==> src/hw/rtl/pcbq_pkg.sv <==
// Shared constants for the PCB pool priority queue: field widths and request codes.
`timescale 1ns / 1ps
`default_nettype none

package pcbq_pkg;

    localparam int REQ_W      = 3;
    localparam int QSEL_W     = 3;
    localparam int SLOT_W     = 5;
    localparam int PRIO_W     = 8;
    localparam int CFG_W      = 8;
    localparam int IN_DATA_W  = 16;
    localparam int IN_USER_W  = 6;
    localparam int OUT_DATA_W = 16;
    localparam int OUT_USER_W = 1;

    localparam logic [REQ_W-1:0] REQ_ALLOC    = 3'd0;
    localparam logic [REQ_W-1:0] REQ_FREE     = 3'd1;
    localparam logic [REQ_W-1:0] REQ_INSERT   = 3'd2;
    localparam logic [REQ_W-1:0] REQ_RM_HEAD  = 3'd3;
    localparam logic [REQ_W-1:0] REQ_RM_GIVEN = 3'd4;
    localparam logic [REQ_W-1:0] REQ_HEAD     = 3'd5;

endpackage

`default_nettype wire

==> src/hw/rtl/pcbq_ram.sv <==
// Simple dual-port synchronous RAM, one write and one registered read per cycle.
`timescale 1ns / 1ps
`default_nettype none

module pcbq_ram #(
    parameter int WIDTH = 8,
    parameter int DEPTH = 32
) (
    input  logic                     clk,
    input  logic                     we,
    input  logic [$clog2(DEPTH)-1:0] waddr,
    input  logic [WIDTH-1:0]         wdata,
    input  logic [$clog2(DEPTH)-1:0] raddr,
    output logic [WIDTH-1:0]         rdata
);

    logic [WIDTH-1:0] mem [DEPTH];
    logic [WIDTH-1:0] rdata_reg;

    always_ff @(posedge clk)
    begin
        if (we)
        begin
            mem[waddr] <= wdata;
        end
        rdata_reg <= mem[raddr];
    end

    assign rdata = rdata_reg;

endmodule

`default_nettype wire

==> src/hw/rtl/pcb_pool_priority_queue_core.sv <==
// PCB pool with free list and priority queues over one shared link RAM.
// Per request: start and head read, then a walk of up to NUM_SLOTS entries for insert into a
//   non-empty queue or remove given, then the alloc, free, remove-head, query or insert state and
//   a link write-back where needed, then the response; a null result skips to the response.
// Requests are taken one at a time, only while idle; an untaken result holds input.
// Reset: async, active low; then the link and priority RAMs are initialized before the first beat.
`timescale 1ns / 1ps
`default_nettype none

module pcb_pool_priority_queue_core #(
    parameter int NUM_SLOTS  = 32,
    parameter int NUM_QUEUES = 8,
    parameter int PRIO_BITS  = 8
) (
    input  logic                              clk,
    input  logic                              rst_n,
    input  logic                              s_tvalid,
    output logic                              s_tready,
    // [4:0] slot_index, [12:5] priority_req, [15:13] zero
    input  logic [pcbq_pkg::IN_DATA_W-1:0]    s_tdata,
    // [2:0] req_type, [5:3] queue_sel
    input  logic [pcbq_pkg::IN_USER_W-1:0]    s_tuser,
    output logic                              m_tvalid,
    input  logic                              m_tready,
    // [4:0] result_slot, [12:5] result_priority, [15:13] zero
    output logic [pcbq_pkg::OUT_DATA_W-1:0]   m_tdata,
    // [0] found
    output logic [pcbq_pkg::OUT_USER_W-1:0]   m_tuser,
    input  logic                              cfg_valid,
    output logic                              cfg_ready,
    input  logic [pcbq_pkg::CFG_W-1:0]        cfg_data
);

    import pcbq_pkg::*;

    localparam int LINK_W  = $clog2(NUM_SLOTS + 1);
    localparam int NUM_ENT = NUM_SLOTS + NUM_QUEUES + 1;
    localparam int AW      = $clog2(NUM_ENT);
    localparam int IDX_W   = $clog2(NUM_SLOTS);
    localparam int CNT_W   = $clog2(NUM_SLOTS + 1);

    localparam logic [LINK_W-1:0] NIL       = LINK_W'(NUM_SLOTS);
    localparam logic [AW-1:0]     FREE_ADDR = AW'(NUM_SLOTS + NUM_QUEUES);
    localparam logic [AW-1:0]     LAST_ADDR = AW'(NUM_ENT - 1);
    localparam logic [CNT_W-1:0]  WALK_LAST = CNT_W'(NUM_SLOTS - 1);

    typedef enum logic [3:0] {
        ST_INIT,
        ST_IDLE,
        ST_START,
        ST_HEAD,
        ST_WALK,
        ST_ALLOC,
        ST_FREE,
        ST_RMH,
        ST_QRY,
        ST_INS,
        ST_WB,
        ST_RESP
    } state_t;

    state_t                  state_reg, state_next;
    logic [REQ_W-1:0]        req_reg, req_next;
    logic [QSEL_W-1:0]       q_reg, q_next;
    logic [SLOT_W-1:0]       s_reg, s_next;
    logic [PRIO_BITS-1:0]    p_reg, p_next;
    logic [LINK_W-1:0]       cur_reg, cur_next;
    logic [AW-1:0]           prev_reg, prev_next;
    logic [CNT_W-1:0]        cnt_reg, cnt_next;
    logic [AW-1:0]           wb_addr_reg, wb_addr_next;
    logic [LINK_W-1:0]       wb_data_reg, wb_data_next;
    logic [LINK_W-1:0]       res_slot_reg, res_slot_next;
    logic [PRIO_BITS-1:0]    res_prio_reg, res_prio_next;
    logic                    res_found_reg, res_found_next;
    logic [AW-1:0]           init_reg, init_next;
    logic [CFG_W-1:0]        mask_reg, mask_next;
    logic                    m_tvalid_reg, m_tvalid_next;
    logic [OUT_DATA_W-1:0]   m_tdata_reg, m_tdata_next;
    logic [OUT_USER_W-1:0]   m_tuser_reg, m_tuser_next;

    logic                    lk_we;
    logic [AW-1:0]           lk_waddr, lk_raddr;
    logic [LINK_W-1:0]       lk_wdata, lk_rdata;
    logic                    pr_we;
    logic [IDX_W-1:0]        pr_waddr, pr_raddr;
    logic [PRIO_BITS-1:0]    pr_wdata, pr_rdata;

    logic                    s_ok;
    logic                    q_ok;
    logic                    req_ok;
    logic [AW-1:0]           head_addr;
    logic [AW-1:0]           list_addr;
    logic [LINK_W-1:0]       s_link;
    logic [LINK_W-1:0]       rd_link;
    logic [PRIO_BITS-1:0]    masked_prio;
    logic                    walk_last;

    function automatic logic [LINK_W-1:0] clamp_link(input logic [LINK_W-1:0] x);
        return (32'(x) >= NUM_SLOTS) ? NIL : x;
    endfunction

    pcbq_ram #(
        .WIDTH (LINK_W),
        .DEPTH (NUM_ENT)
    ) u_link_ram (
        .clk   (clk),
        .we    (lk_we),
        .waddr (lk_waddr),
        .wdata (lk_wdata),
        .raddr (lk_raddr),
        .rdata (lk_rdata)
    );

    pcbq_ram #(
        .WIDTH (PRIO_BITS),
        .DEPTH (NUM_SLOTS)
    ) u_prio_ram (
        .clk   (clk),
        .we    (pr_we),
        .waddr (pr_waddr),
        .wdata (pr_wdata),
        .raddr (pr_raddr),
        .rdata (pr_rdata)
    );

    // queue heads and the free head live in the link RAM above the slot entries
    assign s_ok        = 32'(s_reg) < NUM_SLOTS;
    assign q_ok        = 32'(q_reg) < NUM_QUEUES;
    assign head_addr   = AW'(32'(NUM_SLOTS) + 32'(q_reg));
    assign s_link      = LINK_W'(s_reg);
    assign rd_link     = clamp_link(lk_rdata);
    assign masked_prio = pr_rdata & PRIO_BITS'(mask_reg);
    assign walk_last   = (cnt_reg == WALK_LAST);

    always_comb
    begin
        unique case (req_reg)
            REQ_ALLOC:
            begin
                req_ok    = 1'b1;
                list_addr = FREE_ADDR;
            end
            REQ_FREE:
            begin
                req_ok    = s_ok;
                list_addr = FREE_ADDR;
            end
            REQ_INSERT, REQ_RM_GIVEN:
            begin
                req_ok    = s_ok && q_ok;
                list_addr = head_addr;
            end
            REQ_RM_HEAD, REQ_HEAD:
            begin
                req_ok    = q_ok;
                list_addr = head_addr;
            end
            default:
            begin
                req_ok    = 1'b0;
                list_addr = FREE_ADDR;
            end
        endcase
    end

    always_comb
    begin
        state_next     = state_reg;
        req_next       = req_reg;
        q_next         = q_reg;
        s_next         = s_reg;
        p_next         = p_reg;
        cur_next       = cur_reg;
        prev_next      = prev_reg;
        cnt_next       = cnt_reg;
        wb_addr_next   = wb_addr_reg;
        wb_data_next   = wb_data_reg;
        res_slot_next  = res_slot_reg;
        res_prio_next  = res_prio_reg;
        res_found_next = res_found_reg;
        init_next      = init_reg;
        mask_next      = cfg_valid ? cfg_data : mask_reg;
        m_tvalid_next  = m_tvalid_reg && !m_tready;
        m_tdata_next   = m_tdata_reg;
        m_tuser_next   = m_tuser_reg;

        lk_we    = 1'b0;
        lk_waddr = wb_addr_reg;
        lk_wdata = wb_data_reg;
        lk_raddr = AW'(cur_reg);
        pr_we    = 1'b0;
        pr_waddr = IDX_W'(s_reg);
        pr_wdata = '0;
        pr_raddr = IDX_W'(cur_reg);

        s_tready = (state_reg == ST_IDLE);

        unique case (state_reg)
            ST_INIT:
            begin
                lk_we    = 1'b1;
                lk_waddr = init_reg;
                if (32'(init_reg) < NUM_SLOTS)
                begin
                    lk_wdata = LINK_W'(32'(init_reg) + 1);
                end
                else if (init_reg < FREE_ADDR)
                begin
                    lk_wdata = NIL;
                end
                else
                begin
                    lk_wdata = '0;
                end
                pr_we    = 32'(init_reg) < NUM_SLOTS;
                pr_waddr = IDX_W'(init_reg);
                if (init_reg == LAST_ADDR)
                begin
                    state_next = ST_IDLE;
                end
                else
                begin
                    init_next = init_reg + 1'b1;
                end
            end

            ST_IDLE:
            begin
                if (s_tvalid)
                begin
                    req_next   = s_tuser[2:0];
                    q_next     = s_tuser[5:3];
                    s_next     = s_tdata[4:0];
                    p_next     = PRIO_BITS'(s_tdata[12:5]);
                    state_next = ST_START;
                end
            end

            ST_START:
            begin
                res_found_next = 1'b0;
                lk_raddr       = list_addr;
                prev_next      = list_addr;
                if (req_ok && req_reg == REQ_INSERT)
                begin
                    pr_we    = 1'b1;
                    pr_waddr = IDX_W'(s_reg);
                    pr_wdata = p_reg;
                end
                state_next = req_ok ? ST_HEAD : ST_RESP;
            end

            ST_HEAD:
            begin
                cur_next = rd_link;
                cnt_next = '0;
                lk_raddr = AW'(rd_link);
                pr_raddr = IDX_W'(rd_link);
                unique case (req_reg)
                    REQ_ALLOC:
                    begin
                        state_next = (rd_link == NIL) ? ST_RESP : ST_ALLOC;
                    end
                    REQ_FREE:
                    begin
                        lk_we      = 1'b1;
                        lk_waddr   = AW'(s_reg);
                        lk_wdata   = rd_link;
                        pr_raddr   = IDX_W'(s_reg);
                        state_next = ST_FREE;
                    end
                    REQ_INSERT:
                    begin
                        state_next = (rd_link == NIL) ? ST_INS : ST_WALK;
                    end
                    REQ_RM_HEAD:
                    begin
                        state_next = (rd_link == NIL) ? ST_RESP : ST_RMH;
                    end
                    REQ_RM_GIVEN:
                    begin
                        state_next = (rd_link == NIL) ? ST_RESP : ST_WALK;
                    end
                    REQ_HEAD:
                    begin
                        state_next = (rd_link == NIL) ? ST_RESP : ST_QRY;
                    end
                    default:
                    begin
                        state_next = ST_RESP;
                    end
                endcase
            end

            ST_WALK:
            begin
                if (req_reg == REQ_RM_GIVEN)
                begin
                    if (cur_reg == s_link)
                    begin
                        lk_we          = 1'b1;
                        lk_waddr       = prev_reg;
                        lk_wdata       = rd_link;
                        wb_addr_next   = AW'(s_reg);
                        wb_data_next   = NIL;
                        res_slot_next  = s_link;
                        res_prio_next  = pr_rdata;
                        res_found_next = 1'b1;
                        state_next     = ST_WB;
                    end
                    else
                    begin
                        prev_next = AW'(cur_reg);
                        cur_next  = rd_link;
                        cnt_next  = cnt_reg + 1'b1;
                        lk_raddr  = AW'(rd_link);
                        pr_raddr  = IDX_W'(rd_link);
                        if (walk_last || rd_link == NIL)
                        begin
                            state_next = ST_RESP;
                        end
                    end
                end
                else
                begin
                    if (pr_rdata <= p_reg)
                    begin
                        state_next = ST_INS;
                    end
                    else
                    begin
                        prev_next = AW'(cur_reg);
                        cur_next  = rd_link;
                        cnt_next  = cnt_reg + 1'b1;
                        lk_raddr  = AW'(rd_link);
                        pr_raddr  = IDX_W'(rd_link);
                        if (walk_last || rd_link == NIL)
                        begin
                            state_next = ST_INS;
                        end
                    end
                end
            end

            ST_ALLOC:
            begin
                lk_we          = 1'b1;
                lk_waddr       = FREE_ADDR;
                lk_wdata       = rd_link;
                pr_we          = 1'b1;
                pr_waddr       = IDX_W'(cur_reg);
                pr_wdata       = '0;
                wb_addr_next   = AW'(cur_reg);
                wb_data_next   = NIL;
                res_slot_next  = cur_reg;
                res_prio_next  = '0;
                res_found_next = 1'b1;
                state_next     = ST_WB;
            end

            ST_FREE:
            begin
                lk_we          = 1'b1;
                lk_waddr       = FREE_ADDR;
                lk_wdata       = s_link;
                res_slot_next  = s_link;
                res_prio_next  = pr_rdata;
                res_found_next = 1'b1;
                state_next     = ST_RESP;
            end

            ST_RMH:
            begin
                lk_we          = 1'b1;
                lk_waddr       = prev_reg;
                lk_wdata       = rd_link;
                pr_we          = 1'b1;
                pr_waddr       = IDX_W'(cur_reg);
                pr_wdata       = masked_prio;
                wb_addr_next   = AW'(cur_reg);
                wb_data_next   = NIL;
                res_slot_next  = cur_reg;
                res_prio_next  = masked_prio;
                res_found_next = 1'b1;
                state_next     = ST_WB;
            end

            ST_QRY:
            begin
                res_slot_next  = cur_reg;
                res_prio_next  = pr_rdata;
                res_found_next = 1'b1;
                state_next     = ST_RESP;
            end

            ST_INS:
            begin
                lk_we          = 1'b1;
                lk_waddr       = AW'(s_reg);
                lk_wdata       = cur_reg;
                wb_addr_next   = prev_reg;
                wb_data_next   = s_link;
                res_slot_next  = s_link;
                res_prio_next  = p_reg;
                res_found_next = 1'b1;
                state_next     = ST_WB;
            end

            ST_WB:
            begin
                lk_we      = 1'b1;
                state_next = ST_RESP;
            end

            ST_RESP:
            begin
                if (!m_tvalid_reg || m_tready)
                begin
                    m_tvalid_next = 1'b1;
                    m_tuser_next  = OUT_USER_W'(res_found_reg);
                    m_tdata_next  = res_found_reg
                        ? OUT_DATA_W'({PRIO_W'(res_prio_reg), SLOT_W'(res_slot_reg)})
                        : '0;
                    state_next    = ST_IDLE;
                end
            end

            default:
            begin
                state_next = ST_IDLE;
            end
        endcase
    end

    always_ff @(posedge clk or negedge rst_n)
    begin
        if (!rst_n)
        begin
            state_reg     <= ST_INIT;
            req_reg       <= '0;
            q_reg         <= '0;
            s_reg         <= '0;
            p_reg         <= '0;
            cur_reg       <= '0;
            prev_reg      <= '0;
            cnt_reg       <= '0;
            wb_addr_reg   <= '0;
            wb_data_reg   <= '0;
            res_slot_reg  <= '0;
            res_prio_reg  <= '0;
            res_found_reg <= 1'b0;
            init_reg      <= '0;
            mask_reg      <= 8'hFF;
            m_tvalid_reg  <= 1'b0;
            m_tdata_reg   <= '0;
            m_tuser_reg   <= '0;
        end
        else
        begin
            state_reg     <= state_next;
            req_reg       <= req_next;
            q_reg         <= q_next;
            s_reg         <= s_next;
            p_reg         <= p_next;
            cur_reg       <= cur_next;
            prev_reg      <= prev_next;
            cnt_reg       <= cnt_next;
            wb_addr_reg   <= wb_addr_next;
            wb_data_reg   <= wb_data_next;
            res_slot_reg  <= res_slot_next;
            res_prio_reg  <= res_prio_next;
            res_found_reg <= res_found_next;
            init_reg      <= init_next;
            mask_reg      <= mask_next;
            m_tvalid_reg  <= m_tvalid_next;
            m_tdata_reg   <= m_tdata_next;
            m_tuser_reg   <= m_tuser_next;
        end
    end

    assign m_tvalid  = m_tvalid_reg;
    assign m_tdata   = m_tdata_reg;
    assign m_tuser   = m_tuser_reg;
    assign cfg_ready = 1'b1;

endmodule

`default_nettype wire

==> config.mk <==
export PLATFORM = sky130hd
export DESIGN_NAME = pcb_pool_priority_queue_core
export DESIGN_NICKNAME = d
export VERILOG_FILES = /design/src/hw/rtl/pcbq_pkg.sv /design/src/hw/rtl/pcbq_ram.sv /design/src/hw/rtl/pcb_pool_priority_queue_core.sv
export SDC_FILE = /design/constraint.sdc
export NUM_CORES = 1
export LEC_CHECK = 0
export BUFFER_PORTS_ARGS = -buffer_cell sky130_fd_sc_hd__buf_2
export CAP_MARGIN = 20
export CORE_ASPECT_RATIO = 1.1
export CORE_MARGIN = 2
export CORE_UTILIZATION = 41
export DETAILED_ROUTE_END_ITERATION = 12
export GPL_TIMING_DRIVEN = 0
export SYNTH_ARGS = -nofsm -noshare
export SYNTH_HDL_FRONTEND = slang
export SYNTH_HIERARCHICAL = 1
export SYNTH_SLANG_ARGS = --single-unit
export TNS_END_PERCENT = 10
==> constraint.sdc <==
create_clock -name clk -period 3.3 [get_ports clk]
set_input_delay 0.33 -clock clk [delete_from_list [all_inputs] [get_ports clk]]
set_output_delay 0.33 -clock clk [all_outputs]
set_load 0.1 [all_outputs]
==> summary.txt <==
Clock network
  – CTS buffer count: 60
  – CTS tree: yes
  – H-Tree Depth: 2
  – CTS sink cnt: 612
  – CTS Buffer Depth: 3
  – Clock transition at path regs: 60 ps
  – CTS Root Cell: clkbuf_16
  – Clk Latency, worst-skew pair: 640 ps

Hold path
  – Worst hold path type: in2reg

Timing
  – RSZ-0062 raised after global routing: yes
  – Period utilization: 1.159
  – Slew @ Worst Pin: 1017 ps
  – Setup_tns: -9327 ps
  – Final Setup Violations: 101
  – Max Clock Freq: 261.5 MHz
  – Final Max Tran Viols: 0
  – Post-route setup slack: -524.0 ps
  – Slew headroom: 0.3221
  – Skew final: 54.18 ps
  – Tmin final: 3824 ps
  – Hold Vio Cnt, Final: 0

Power
  – P_leak: 11.03 nW
  – Power Density: 1069 nW/µm²
  – Maximum vdd drop: 641.3 µV

Die
  – Die area: 65260 µm²
  – Starting Density: 0.4151
  – DIE WIDTH: 243.8 µm
  – # IOs: 55
  – Die Ht: 267.7 µm
  – Site row count: 96
  – Core region area: 62460 µm²

Detailed routing
  – # DRC: 0
  – Antenna viol nets, final: 0
  – Wire length on met2: 31.34 mm
  – WL per Instance: 24.01 µm
  – DR vias: 14900
  – Routed wire length: 63.78 mm
  – Wire length on met1: 27.52 mm
  – DR top layer: met4
  – TritonRoute pass-1 iters: 7
  – Routed wl met3: 3.192 mm
  – Detailed Route Iter0 Violations: 1367
  – Routed vias/inst: 5.610

Placement
  – Placed Area: 27490 µm²
  – RePlAce Congestion: 0.9089
  – HPWL Detailed: 42.59 mm
  – Placed cells: 2467
  – Buffers on Ports: 46

Synthesis
  – Area share of the largest cell type after synthesis: 0.5815
  – Synth Cell Area: 25920 µm²
  – Synthesized area per cell: 16.47 µm²
  – Ys async rst share: 0.1569
  – Dominant cells by area after synthesis: edfxtp_1, mux4_2, dfrtp_1, mux2i_1, nand2_1
  – Sequential area share after synthesis: 0.6853
  – EDFF count, synth: 502
  – Cells after Synth: 1574
  – Top cell type by total area after synthesis: edfxtp_1
  – Post-synthesis sequential element count: 612
  – Post-synth cell types: 84
  – Most used DFF post-synth: edfxtp_1
  – Synth warn: 6

Cells and area
  – Commonest non-fill, non-tap cells in the layout: edfxtp_1, nand2_1, mux4_2, dfrtp_1, mux2i_1
  – Non-Filler Instances: 2656
  – Layout cells sized above 1: 0.3434
  – Nets: 1822
  – Most common cell after layout, fill and taps aside: edfxtp_1
  – Fin util: 0.5036
  – Number of flip-flops under the largest register name: 256
  – Area occupied by multi-input gates: 8477 µm²
  – Ant diodes: 0
  – Design area: 31450 µm²
  – Register area: 17770 µm²
  – Area Growth Syn to Fin: 21.32%
  – Filler cells: 5140

Critical path
  – Critical path type: reg2reg
  – Max stage delay on crit path: 540 ps
  – CP delay by family, top: multiplexers
  – Worst-path maximum fanout: 6
  – Crit path DAT: 4330 ps
  – CP dominant cell by count: buf_12
  – CP startpoint kind: flop
  – Critical path cell sequence: inv_2 -> ha_4 -> nor2b_4 -> o211ai_1 -> a21oi_4 -> o21ai_4 -> nor2_4 -> a221o_1 -> buf_12 -> buf_12 -> buf_12 -> mux4_2 -> mux4_2 -> mux2_4
  – Worst path slowest cell: mux4_2
  – Worst Path Required: 3810 ps
  – Worst setup EP type: flop
  – WP buf/inv: 4

Status
  – Violated checks: setup timing
  – Status: finished with violations

Global route
  – Initial antenna violation count: 0
  – Total GRT Usage: 0.1963
  – Largest net degree at the start of global routing: 54
  – GRT Residual Overflow: 0
  – Vias in the first global route: 15340
  – First-pass GRT wire length: 96.20 mm

Job
  – Maxcap violations: 0
[report_power, final]
group          switching, mW  leakage [nW]  internal [mW]  total [mW]
sequential             0.469          6.19           10.2        10.6
clock                   2.88         0.951           3.90        6.77
combinational           9.67          3.89           6.56        16.2
total                   13.0          11.0           20.6        33.6
[stage by stage]
step	hold WS [ps]	power, mW	setup slack, ps
global route	218.5	35.12	-565.7
CTS	152.9	32.92	-581.4
detailed placement	375.5	23.85	-1203
finish	201.8	33.64	-524.0
floorplan	34.41	19.72	-89.23
global placement	464.3	23.62	-1532
[cells by family after synthesis]
group	count (synthesis)	synth area share
flip-flops	612	0.6853
buffers and inverters	123	0.02601
AO/OA/AOI/OAI	228	0.06636
XOR/XNOR	13	0.004392
multiplexers	239	0.1480
AND/OR/NAND/NOR	344	0.06337
other	2	0.0002897
adder cells (fa/ha/maj)	13	0.006274
[per-layer routing]
metal  global-route usage  vias up
met1               0.2692     7752
met4              0.05471        0
met5                    0        -
li1                     -     6616
met3              0.02746       98
met2               0.3299      433
[timing repair]
action / 4_1_cts / 5_1_grt
hold buffers: 29 / 0
setup endpoints to repair: 548 / 488
endpoints found under the hold margin: 63 / 0
pin swaps: 33 / 35
setup buffers: 39 / 12
resized for setup: 205 / 110
gates cloned: 4 / 3
[path summary, 6_finish.rpt]
check | from | endpoint | slack (ps) | cells past startpoint
worst max-delay path | p_reg[1] | u_prio_ram/rdata[4] | -520 | 14
worst min-delay path | cfg_valid | mask_reg[7] | 200 | 2
worst max register to register | p_reg[1] | u_prio_ram/rdata[4] | -520 | 14
worst min register to register | m_tuser | m_tuser | 480 | 2
max in group asynchronous | rst_n | s_reg[0] | 2330 | 3
min in group asynchronous | rst_n | p_reg[5] | 280 | 2
[synthesized netlist by cell type (15+ instances only)]
cell type and n:
nand2_1 128, nor2b_1 20, nand3_1 21, buf_2 23, mux4_2 104, mux2_2 42, mux2i_1 81, nor2_1 97
o21ai_0 37, inv_1 20, a21oi_1 22, a221o_1 18, edfxtp_1 502, a22o_1 15, clkbuf_1 41, dfrtp_1 88
a22oi_1 31, a221oi_1 17
[layout make-up]
class,count,area share
sequential,612,0.5650
multi-input combinational,841,0.2695
clock buffer,81,0.05120
timing repair buffer,142,0.04221
tap,833,0.03314
buffer,97,0.02542
clock inverter,30,0.01114
inverter,20,0.002387
No activity file was read; power rests on OpenSTA's default activity.
